===== config.mk =====
export PLATFORM = sky130hd
export DESIGN_NAME = cpfa_ctrl
export DESIGN_NICKNAME = d
export VERILOG_FILES = /design/src/rtl/cpfa_pkg.sv /design/src/rtl/cpfa_ctrl.sv
export SDC_FILE = /design/constraint.sdc
export NUM_CORES = 1
export LEC_CHECK = 0
export BUFFER_PORTS_ARGS = -buffer_cell sky130_fd_sc_hd__buf_2
export CORE_UTILIZATION = 52
export DETAILED_ROUTE_END_ITERATION = 7
export PLACE_DENSITY_LB_ADDON = 0.08
export SLEW_MARGIN = 5
export SYNTH_ARGS = -nofsm -noshare
export SYNTH_HDL_FRONTEND = slang
export SYNTH_SLANG_ARGS = --single-unit

===== constraint.sdc =====
create_clock -name clock -period 3.62 [get_ports clock]
set_clock_uncertainty 0.2 [all_clocks]
set_input_delay 0.543 -clock clock [delete_from_list [all_inputs] [get_ports clock]]
set_output_delay 0.543 -clock clock [all_outputs]
set_load 0.005 [all_outputs]

===== src/rtl/cpfa_pkg.sv =====
// ----------------------------------------------------------------------------
// cpfa_pkg: shared types and constants for the page frame allocator
// Field widths, status codes, controller states and the command and status
// groups that pass between the controller and the datapath.
// ----------------------------------------------------------------------------
package cpfa_pkg;

   localparam int FRAME_COUNT_DEF = 256;

   localparam int FRAME_W     = 27;
   localparam int REQ_PAGES_W = 9;
   localparam int BLOCK_W     = 8;
   localparam int PAGE_W      = 8;

   typedef enum logic [1:0] {
      ST_OK        = 2'd0,
      ST_ZERO_SIZE = 2'd1,
      ST_NO_FIT    = 2'd2,
      ST_HEAD_FREE = 2'd3
   } status_type;

   typedef enum logic {
      FUNC_ALLOC = 1'b0,
      FUNC_FREE  = 1'b1
   } func_type;

   typedef enum logic [3:0] {
      DP_NOP,
      DP_INIT,
      DP_LOAD,
      DP_RD_CUR,
      DP_SKIP,
      DP_EXTEND,
      DP_JUMP,
      DP_UNLINK,
      DP_DETACH,
      DP_RESULT,
      DP_F_START,
      DP_F_STEP,
      DP_F_LINK,
      DP_F_HEAD,
      DP_PUSH
   } dp_op_type;

   typedef struct packed {
      dp_op_type  op;
      status_type status;
   } dp_cmd_type;

   typedef struct packed {
      logic     init_last;
      func_type func;
      logic     req_zero;
      logic     cur_nil;
      logic     walk_over;
      logic     frame_zero;
      logic     run_ext;
      logic     run_full;
      logic     nxt_nil;
      logic     steps_left;
      logic     block_bad;
      logic     block_head;
      logic     rsp_free;
   } dp_stat_type;

   typedef enum logic [3:0] {
      S_INIT,
      S_IDLE,
      S_DECODE,
      S_A_CHK,
      S_A_CUR,
      S_A_RUN,
      S_A_UNLINK,
      S_A_DETACH,
      S_F_WALK,
      S_F_HEAD,
      S_DONE
   } ctrl_state_type;

endpackage


===== src/rtl/cpfa_ctrl.sv =====
// ----------------------------------------------------------------------------
// cpfa_ctrl: sequencer for the page frame allocator
// Runs the reset sweep, takes one request at a time, steps the datapath
// through the list walk and relinking, and hands the result word over.
// ----------------------------------------------------------------------------
module cpfa_ctrl (
   input  logic                  clock,
   input  logic                  reset,
   input  logic                  req_valid,
   output logic                  req_ready,
   output cpfa_pkg::dp_cmd_type  cmd,
   input  cpfa_pkg::dp_stat_type stat
);
   import cpfa_pkg::*;

   ctrl_state_type state_ff, state_in;

   always_ff @(posedge clock) begin
      if (reset) begin
         state_ff <= S_INIT;
      end else begin
         state_ff <= state_in;
      end
   end

   // next state
   always_comb begin
      state_in = state_ff;
      unique case (state_ff)
         S_INIT: begin
            if (stat.init_last) state_in = S_IDLE;
         end
         S_IDLE: begin
            if (req_valid) state_in = S_DECODE;
         end
         S_DECODE: begin
            unique case (stat.func)
               FUNC_ALLOC: state_in = stat.req_zero ? S_DONE : S_A_CHK;
               FUNC_FREE: begin
                  state_in = (stat.block_bad || stat.block_head) ? S_DONE : S_F_WALK;
               end
            endcase
         end
         S_A_CHK: begin
            state_in = (stat.cur_nil || stat.walk_over) ? S_DONE : S_A_CUR;
         end
         S_A_CUR, S_A_RUN: begin
            if (state_ff == S_A_CUR && stat.frame_zero) state_in = S_A_CHK;
            else if (stat.run_ext)                      state_in = S_A_RUN;
            else if (stat.run_full)                     state_in = S_A_UNLINK;
            else                                        state_in = S_A_CHK;
         end
         S_A_UNLINK: state_in = S_A_DETACH;
         S_A_DETACH: state_in = S_DONE;
         S_F_WALK: begin
            if (stat.nxt_nil)         state_in = S_F_HEAD;
            else if (!stat.steps_left) state_in = S_DONE;
         end
         S_F_HEAD: state_in = S_DONE;
         S_DONE: begin
            if (stat.rsp_free) state_in = S_IDLE;
         end
         default: state_in = S_INIT;
      endcase
   end

   // commands
   always_comb begin
      cmd.op     = DP_NOP;
      cmd.status = ST_OK;
      req_ready  = 1'b0;
      unique case (state_ff)
         S_INIT: cmd.op = DP_INIT;
         S_IDLE: begin
            req_ready = 1'b1;
            if (req_valid) cmd.op = DP_LOAD;
         end
         S_DECODE: begin
            unique case (stat.func)
               FUNC_ALLOC: begin
                  if (stat.req_zero) begin
                     cmd.op     = DP_RESULT;
                     cmd.status = ST_ZERO_SIZE;
                  end
               end
               FUNC_FREE: begin
                  if (stat.block_bad) begin
                     cmd.op     = DP_RESULT;
                     cmd.status = ST_NO_FIT;
                  end else if (stat.block_head) begin
                     cmd.op     = DP_RESULT;
                     cmd.status = ST_HEAD_FREE;
                  end else begin
                     cmd.op = DP_F_START;
                  end
               end
            endcase
         end
         S_A_CHK: begin
            if (stat.cur_nil || stat.walk_over) begin
               cmd.op     = DP_RESULT;
               cmd.status = ST_NO_FIT;
            end else begin
               cmd.op = DP_RD_CUR;
            end
         end
         S_A_CUR, S_A_RUN: begin
            // a start at frame number zero is passed over
            if (state_ff == S_A_CUR && stat.frame_zero) cmd.op = DP_SKIP;
            else if (stat.run_ext)                      cmd.op = DP_EXTEND;
            else if (!stat.run_full)                    cmd.op = DP_JUMP;
         end
         S_A_UNLINK: cmd.op = DP_UNLINK;
         S_A_DETACH: cmd.op = DP_DETACH;
         S_F_WALK: begin
            if (stat.nxt_nil) begin
               cmd.op = DP_F_LINK;
            end else if (stat.steps_left) begin
               cmd.op = DP_F_STEP;
            end else begin
               // block never ends: drop the free
               cmd.op     = DP_RESULT;
               cmd.status = ST_NO_FIT;
            end
         end
         S_F_HEAD: cmd.op = DP_F_HEAD;
         S_DONE: begin
            if (stat.rsp_free) cmd.op = DP_PUSH;
         end
         default: begin
         end
      endcase
   end

   a_ready_idle_only: assert property (@(posedge clock) disable iff (reset)
      req_ready |-> state_ff != S_INIT && cmd.op != DP_PUSH)
      else $error("request taken while busy");

   a_load_to_decode: assert property (@(posedge clock) disable iff (reset)
      cmd.op == DP_LOAD |=> state_ff == S_DECODE)
      else $error("loaded request not decoded");

   a_result_waits: assert property (@(posedge clock) disable iff (reset)
      (state_ff == S_DONE && !stat.rsp_free) |=> state_ff == S_DONE)
      else $error("result dropped while output word busy");

endmodule


# Word-level counts from Yosys, hierarchy flattened
# Cells that the tools add are included.
[classes]
n_eq_ne = 14
n_mux = 32
n_lt_le_gt_ge = 0
div = 0
shifts = 0
n_addsub = 0
bitwise = 1
multipliers = 0
n_reduce_logical = 7
[op_table]
columns = ["op", "n"]
rows = [
  ["one-hot mux 4 bit (10 select lines)", 1],
  ["two-way mux 4 bit", 9],
  ["one-hot mux 4 bit (9 select lines)", 1],
  ["two-way mux 3 bit", 7],
  ["== test 4 x 3 -> 1 bit (second input constant)", 4],
  ["two-way mux 2 bit", 8],
  ["== test 4 bit (second input constant)", 3],
  ["two-way mux 6 bit", 2],
  ["one-hot mux 6 bit (2 select lines)", 1],
  ["== test 4 x 2 -> 1 bit (second input constant)", 2],
  ["one-hot mux 4 bit (2 select lines)", 1],
  ["inequality test 2 bit (second input constant)", 3],
  ["one-hot mux 2 bit (3 select lines)", 1],
  ["== test 4 x 1 -> 1 bit (second input constant)", 1],
  ["zero test 4 bit", 1],
  ["AND reduction 4 bit", 1],
  ["OR reduction 2 bit", 2],
  ["inequality test 3 bit (second input constant)", 1],
  ["logical OR 1 bit", 2],
  ["logical AND 1 bit", 1],
  ["two-way mux 1 bit", 1],
  ["NOT 1 bit", 1],
]
[totals]
out_inout_bits = 7
rom_bits = 0
inputBits = 16
latch_bits = 0
word_cells = 55
mem_bits_rw = 0
reg_bits = 4
mem_count = 0

# Logic depth before layout (Yosys ltp)
# Gate-level depths: netlist of the first run.
[logic_depth]
ltp_word = 4
mapped_depth = 7
ltp_nobuf = 5

# Worst setup path after synthesis of the first run
# Ideal clock, no wire load.
[synth_path]
path_kind = "input-to-output"
from = "input stat[8] (netlist bit)"
to = "output cmd[5] (netlist bit)"
slack_ns = 1.754
path_buffers = 0
stages = 4
required_ns = 2.877
t_arrival_ns = 1.123
cell_sequence = "nor3_1 > o22ai_1 > a21oi_1 > o31ai_1"
[synth_lines]
columns = ["element", "line", "source"]
rows = [
  ["start, declared", "cpfa_ctrl.sv:12", "input cpfa_pkg::dp_stat_type stat"],
  ["end, declared", "cpfa_ctrl.sv:11", "output cpfa_pkg::dp_cmd_type cmd,"],
]

==> results of run 1 <==
## cell usage after synthesis (all sizes together) (3+ instances only)
master / instances / area, µm²
a21o: 3 / 23.77
a21oi: 6 / 30.03
and2b: 3 / 22.52
buf: 8 / 70.06
dfxtp: 4 / 80.08
nand2: 6 / 22.52
nand2b: 8 / 67.57
nor2: 6 / 22.52
nor2b: 3 / 18.77
nor3: 5 / 30.03
o21ai: 13 / 65.06
## kinds of logic (layout without fill, tap and decap cells)
logic type / count (synthesis) / count (layout) / synth area share
and+or+nand+nor: 40 / 40 / 0.3764
AOI/OAI and AO/OA: 38 / 38 / 0.3801
buffers and inverters: 9 / 27 / 0.1088
DFF: 4 / 4 / 0.1181
muxes: 1 / 1 / 0.01660
## metrics by stage
step	hold slack, ps	std cells	area [µm²]	power, W	utilization
global route	315.6	124	765.7	0.0002906	0.6623
global placement	562.0	121	743.2	0.0002102	0.6429
CTS	315.6	124	765.7	0.0002683	0.6623
finish	317.3	124	765.7	0.0002659	0.6623
detailed placement	560.2	121	743.2	0.0002119	0.6429
floorplan	397.7	92	678.2	0.0001796	-
## layout make-up
class,instances,area [µm²]
Clock buffer,3,22.52
Sequential cell,4,80.08
Timing Repair Buffer,23,117.6
Multi-Input combinational cell,79,524.3
Tap cell,14,17.52
Inverter,1,3.754
Fill cell,122,390.4
## metal layers
metal | wire [µm] | track usage | share of wire
met5 | 0 | 0 | 0
met3 | 62 | 0.05233 | 0.038
met4 | 0 | 0 | 0
met2 | 789 | 0.4619 | 0.48
met1 | 777 | 0.3333 | 0.48
## worst max path at each step
stage / to / slack (ps)
6_report: cmd[4] / 980
2_1_floorplan: cmd[5] / 1750
5_1_grt: cmd[4] / 880
3_3_place_gp: cmd[4] / 1260
3_5_place_dp: cmd[4] / 1240
4_1_cts: cmd[4] / 990
## power breakdown
group          leakage (nW)  switching, W  internal, W
clock                0.0138     0.0000175    0.0000370
combinational         0.295     0.0000620    0.0000734
sequential           0.0326     0.0000262    0.0000498
total                 0.342      0.000106     0.000160
==> results.md, run 1 <==
- CP Depth: 5
- Flops & latches, synth: 4
- Minimum clock period: 2638 ps
- Diodes inserted: 0
- # DRC: 0
- Vias in the first global route: 628
- Share of layout cells above drive strength 1: 0.3273
- Most frequent cells in the layout: buf_2, o21ai_1, nor2_1, a21oi_1, nand2_1
- Max Cap Viol: 0
- Most common cell after layout, fill and taps aside: buf_2
- Post-CTS setup buffers: 0
- Global placer's final weighted congestion: 0.8379
- Die ar.: 1452 µm²
- Worst VDD drop: 0.2369 mV
- Min-delay worst type: in2reg
- Synthesized Nets: 108
- Synth Warn #: 0
- CTS tree: yes
- Depth of the CTS H-tree: 1
- Top Registers: state_ff (4)
- Number of synthesized flops with an enable pin: 0
- Worst path bufs/invs: 1
- CTS Buffer Depth: 2
- Relative slew margins: 0.5207
- Status: finished, final reports clean
- PortBufs: 22
- Via density: 6.040
- CP delay by family, top: flip-flops
- Row cnt: 12
- Starting density of the core: 0.5866
- Drt pass-1 iters: 4
- Clock-pin slew on the worst setup and hold paths: 40 ps
- Leak pwr: 0.3418 nW
- Final Hold Vio Count: 0
- # IOs: 23
- Skew-Pair Late Insertion Delay: 230 ps
- Mapped cell area: 678.2 µm²
- Die Span X: 38.11 µm
- Crit path cell chain: and2b_1 -> a22oi_1 -> o31ai_2 -> a211o_1 -> buf_2
- CP endpoint kind: output pin
- Critical path data arrival time: 1890 ps
- CP required: 2880 ps
- Max reg flops: 4
- Initial DRC Count: 16
- Pin count of the biggest net entering global routing: 21
- Main synth FF type: dfxtp_1
- Path depth of the worst reg2reg path: 5
- Critical-path top delay cell: dfxtp_1
- Post-Syn Instances: 92
- Hold Path Sink: state_ff[1]$_SDFFE_PP0P_
- Mapped Avg Cell Area: 7.371 µm²
- Resize count post-CTS: 0
- Final period util: 0.7287
- Distinct cells, synth: 41
- CTS Sinks: 4
- Hold Path Stages: 2
- Critical path fanouts, max: 20
- CP Class: reg2out
- Core area: 1156 µm²
- Hold Buf Count CTS: 0
- Root Driver: clkbuf_4
- PD cells: 347.3 nW/µm²
- Total negative slack: 0 ps
- Seq/Total Area, Yosys: 0.1181
- Reg2Reg Launch Point: state_ff[0]$_SDFFE_PP0P_
- Via count: 749
- Asr flop ratio synth: 0
- Highest cell delay on the worst timing path: 720 ps
- Setup ws final: 982.0 ps
- Die Y: 38.11 µm
- DRT antenna net count: 0
- Final setup vio count: 0
- Hold wc startpoint: reset
- Least-Margin Pin Slew: 718.0 ps
- Critical path launch point type: flop
- Worst Setup SP: state_ff[2]$_SDFFE_PP0P_
- Initial antenna violation count: 0
- Final WL: 1629 µm
- CTS buffer count: 3
- Fmax: 379.1 MHz
- First-pass GRT wire length: 2663 µm
- Slew Viols, Final: 0
- Final nets: 128
- WL/cell: 13.14 µm
- Top reg by flops: state_ff
- Reg2Reg Setup Slack: 1600 ps
- Area delta synth->final: 12.92%
- Final HPWL from detailed placement: 1263 µm
- RSZ-0062 raised after global routing: false
- Pre-CTS setup slack: 1242 ps
- GR Overflow Total: 0
- End of the worst register-to-register path: state_ff[1]$_SDFFE_PP0P_
- Tot GR Track Use: 0.2582
No activity file was read; power rests on OpenSTA's default activity.
==> inputs of run 2 (changes only) <==
--- a/config.mk
+++ b/config.mk
@@ -5,9 +5,11 @@
 export SDC_FILE = /design/constraint.sdc
 export NUM_CORES = 1
 export LEC_CHECK = 0
+export ABC_AREA = 1
 export BUFFER_PORTS_ARGS = -buffer_cell sky130_fd_sc_hd__buf_2
-export CORE_UTILIZATION = 52
+export CORE_AREA = 2 2 39 41
 export DETAILED_ROUTE_END_ITERATION = 7
+export DIE_AREA = 0 0 41 43
 export PLACE_DENSITY_LB_ADDON = 0.08
 export SLEW_MARGIN = 5
 export SYNTH_ARGS = -nofsm -noshare
==> constraint.sdc (replaced) <==
create_clock -name clock -period 2.5 [get_ports clock]
set_clock_uncertainty 0.2 [all_clocks]
set_input_delay 0.375 -clock clock [delete_from_list [all_inputs] [get_ports clock]]
set_output_delay 0.375 -clock clock [all_outputs]
set_load 0.005 [all_outputs]
==> run 2 against run 1 <==
Net effect: critical path depth rose by 4; non-clock buffer count fell by 1; setup slack got worse by 590 ps; utilization fell by 16 points; sequential share of layout area rose by 1.0 points; final cell count rose by 17%; first-iteration DRC count rose by 88%; clock power rose by 41%; critical path type unchanged; critical endpoint is now cmd[3]; die area rose by 21%; count of clock-buffer cells in the layout did not move; sequential cell count did not move; total power rose by 130%.
==> results.md, run 2 <==
- Skew-Pair Late Insertion Delay: 230 ps (about the same)
- Hold slack: 167.5 ps (-149.9 ps)
- CTS Buffer Depth: 2 (unchanged)
- Flops & latches, synth: 4 (unchanged)
- CP endpoint kind: output pin
- Minimum clock period: 2104 ps
- Highest cell delay on the worst timing path: 390 ps (-330 ps)
- Clock-pin slew on the worst setup and hold paths: 40 ps (about the same)
- Final setup vio count: 0 (unchanged)
- Mapped Avg Cell Area: 5.245 µm² (-29%)
- Most frequent cells in the layout: nand2_1, buf_2, inv_1, nor2_1, nand3_1
- # DRC: 0 (unchanged)
- Max Cap Viol: 0 (unchanged)
- Min-delay worst type: in2reg
- FILL cells: 155 (+27%)
- Via count: 746 (-0.40%)
- Share of layout cells above drive strength 1: 0.2946 (-0.03270)
- Worst VDD drop: 0.3989 mV (+68%)
- Post-synth top area cell: nand2_1
- Final HPWL from detailed placement: 1366 µm (+8.1%)
- RSZ-0062 raised after global routing: false
- Global placer's final weighted congestion: 0.9509 (+13%)
- Initial DRC Count: 30 (+14)
- Top reg by flops: state_ff
- Top Registers: state_ff (4)
- Final Util: 0.5045 (-0.1578)
- Multi-input logic area: 409.1 µm² (-22%)
- Slew Viols, Final: 0 (unchanged)
- Synthesized Nets: 120 (+11%)
- Max reg flops: 4 (unchanged)
- Total negative slack: 0 ps (unchanged)
- WL/cell: 11.14 µm (-15%)
- GR Overflow Total: 0 (unchanged)
- Die Span X: 41 µm (+7.6%)
- Least-Margin Pin Slew: 252.4 ps (-465.6 ps)
- CTS tree: yes
- CTS Sinks: 4 (unchanged)
- Vias in the first global route: 686 (+9.2%)
- Number of synthesized flops with an enable pin: 0 (unchanged)
- Die Y: 43 µm (+13%)
- Critical-path top delay cell: dfxtp_1
- CP delay by family, top: simple AND/OR/NAND/NOR gates
- Tot GR Track Use: 0.2187 (-0.03953)
- Area contributors post-synth: nand2_1, dfxtp_1, inv_1
- Post-Syn Instances: 104 (+13%)
- Yosys top cell area share: 0.2477 (+0.1296)
- Via density: 5.145 (-15%)
- Pin count of the biggest net entering global routing: 6 (-71%)
- Die ar.: 1763 µm² (+21%)
- CP required: 1920 ps (-960 ps)
- Diodes inserted: 0 (unchanged)
- Final WL: 1616 µm (-0.80%)
- Most instantiated cells after synthesis: nand2_1, inv_1, nor2_1
- Post-CTS setup buffers: 0 (unchanged)
- Depth of the CTS H-tree: 1 (unchanged)
- Reg2Reg Setup Slack: 990 ps (-610 ps)
- Row cnt: 14 (+2)
- Main synth FF type: dfxtp_1
- Mapped cell area: 545.5 µm² (-20%)
- Hold Buf Count CTS: 0 (unchanged)
- Fmax: 475.4 MHz
- Asr flop ratio synth: 0 (unchanged)
- # IOs: 23 (unchanged)
- Resize count post-CTS: 0 (unchanged)
- PortBufs: 22 (unchanged)
- Initial antenna violation count: 0 (unchanged)
- Root Driver: clkbuf_4
- CP Class: reg2out
- PD cells: 867.9 nW/µm² (+150%)
- CTS buffer count: 3 (unchanged)
- Final nets: 147 (+15%)
- Relative slew margins: 0.8303 (+0.3096)
- First-pass GRT wire length: 2732 µm (+2.6%)
- Final Hold Vio Count: 0 (unchanged)
- Critical path data arrival time: 1530 ps (-360 ps)
- Worst path bufs/invs: 3 (+2)
- Count leader, synth: nand2_1
- Critical path launch point type: flop
- Drt pass-1 iters: 4 (unchanged)
- DRT antenna net count: 0 (unchanged)
- Status: finished, final reports clean
- Critical path fanouts, max: 4 (-80%)
- Crit path cell chain: inv_1 -> nor2_2 -> nand2_1 -> inv_1 -> nand2_1 -> nor2_1 -> nor3_1 -> nand4_1 -> buf_2
- Seq/Total Area, Yosys: 0.1468 (+0.02871)
- Synth Warn #: 0 (unchanged)
- Core area: 1384 µm² (+20%)
- Starting density of the core: 0.3942 (-0.1924)
- Most common cell after layout, fill and taps aside: nand2_1
- Area delta synth->final: 27.98%
- Distinct cells, synth: 19 (-54%)
- Final period util: 0.8414
- Leak pwr: 0.4150 nW (+21%)
- FF/Latch Area: 80.08 µm² (unchanged)
## run 2: layout make-up
cell class                      instances  area share
Multi-Input combinational cell         85      0.5860
Inverter                               15     0.08065
Clock buffer                            3     0.03226
Tap cell                               16     0.02867
Timing Repair Buffer                   22      0.1577
Sequential cell                         4      0.1147
## run 2: logic make-up after synthesis
family / count (synthesis) / share of synthesized area
buffers and inverters: 15 / 0.1032
DFF: 4 / 0.1468
and+or+nand+nor: 75 / 0.6331
AOI/OAI and AO/OA: 10 / 0.1170
## run 2: worst paths after layout
kind | start | endpoint | depth (start not counted)
worst min register to register | state_ff[0]$_SDFFE_PP0P_ | state_ff[1]$_SDFFE_PP0P_ | 3
worst max register to register | state_ff[3]$_SDFFE_PP0P_ | state_ff[0]$_SDFFE_PP0P_ | 9
worst max-delay path | state_ff[2]$_SDFFE_PP0P_ | cmd[3] | 9
worst min-delay path | reset | state_ff[1]$_SDFFE_PP0P_ | 2
## run 2: power breakdown
| group | switching (W) | internal (W) |
|---|---|---|
| combinational | 0.000252 | 0.000166 |
| sequential | 0.0000272 | 0.0000836 |
| clock | 0.0000236 | 0.0000535 |
## run 2: per-stage QoR
step	worst slack, ps	power, W	instances	cell area [µm²]
after global placement	648.8	0.0005224	142	675.6
after CTS	390.1	0.0006046	145	698.2
after floorplan	916.2	0.0004001	104	545.5
after detailed placement	646.2	0.0005233	142	675.6
final	396.4	0.0006060	145	698.2
after global routing	317.9	0.0006707	145	698.2
## run 2: per-layer routing
| layer | vias to the layer above | part of all wire | GRT usage |
|---|---|---|---|
| li1 | 381 | - | - |
| met4 | 0 | 0 | 0.05333 |
| met5 | - | 0 | 0 |
| met1 | 341 | 0.45 | 0.2917 |
| met3 | 0 | 0.046 | 0.02094 |
| met2 | 24 | 0.51 | 0.3594 |
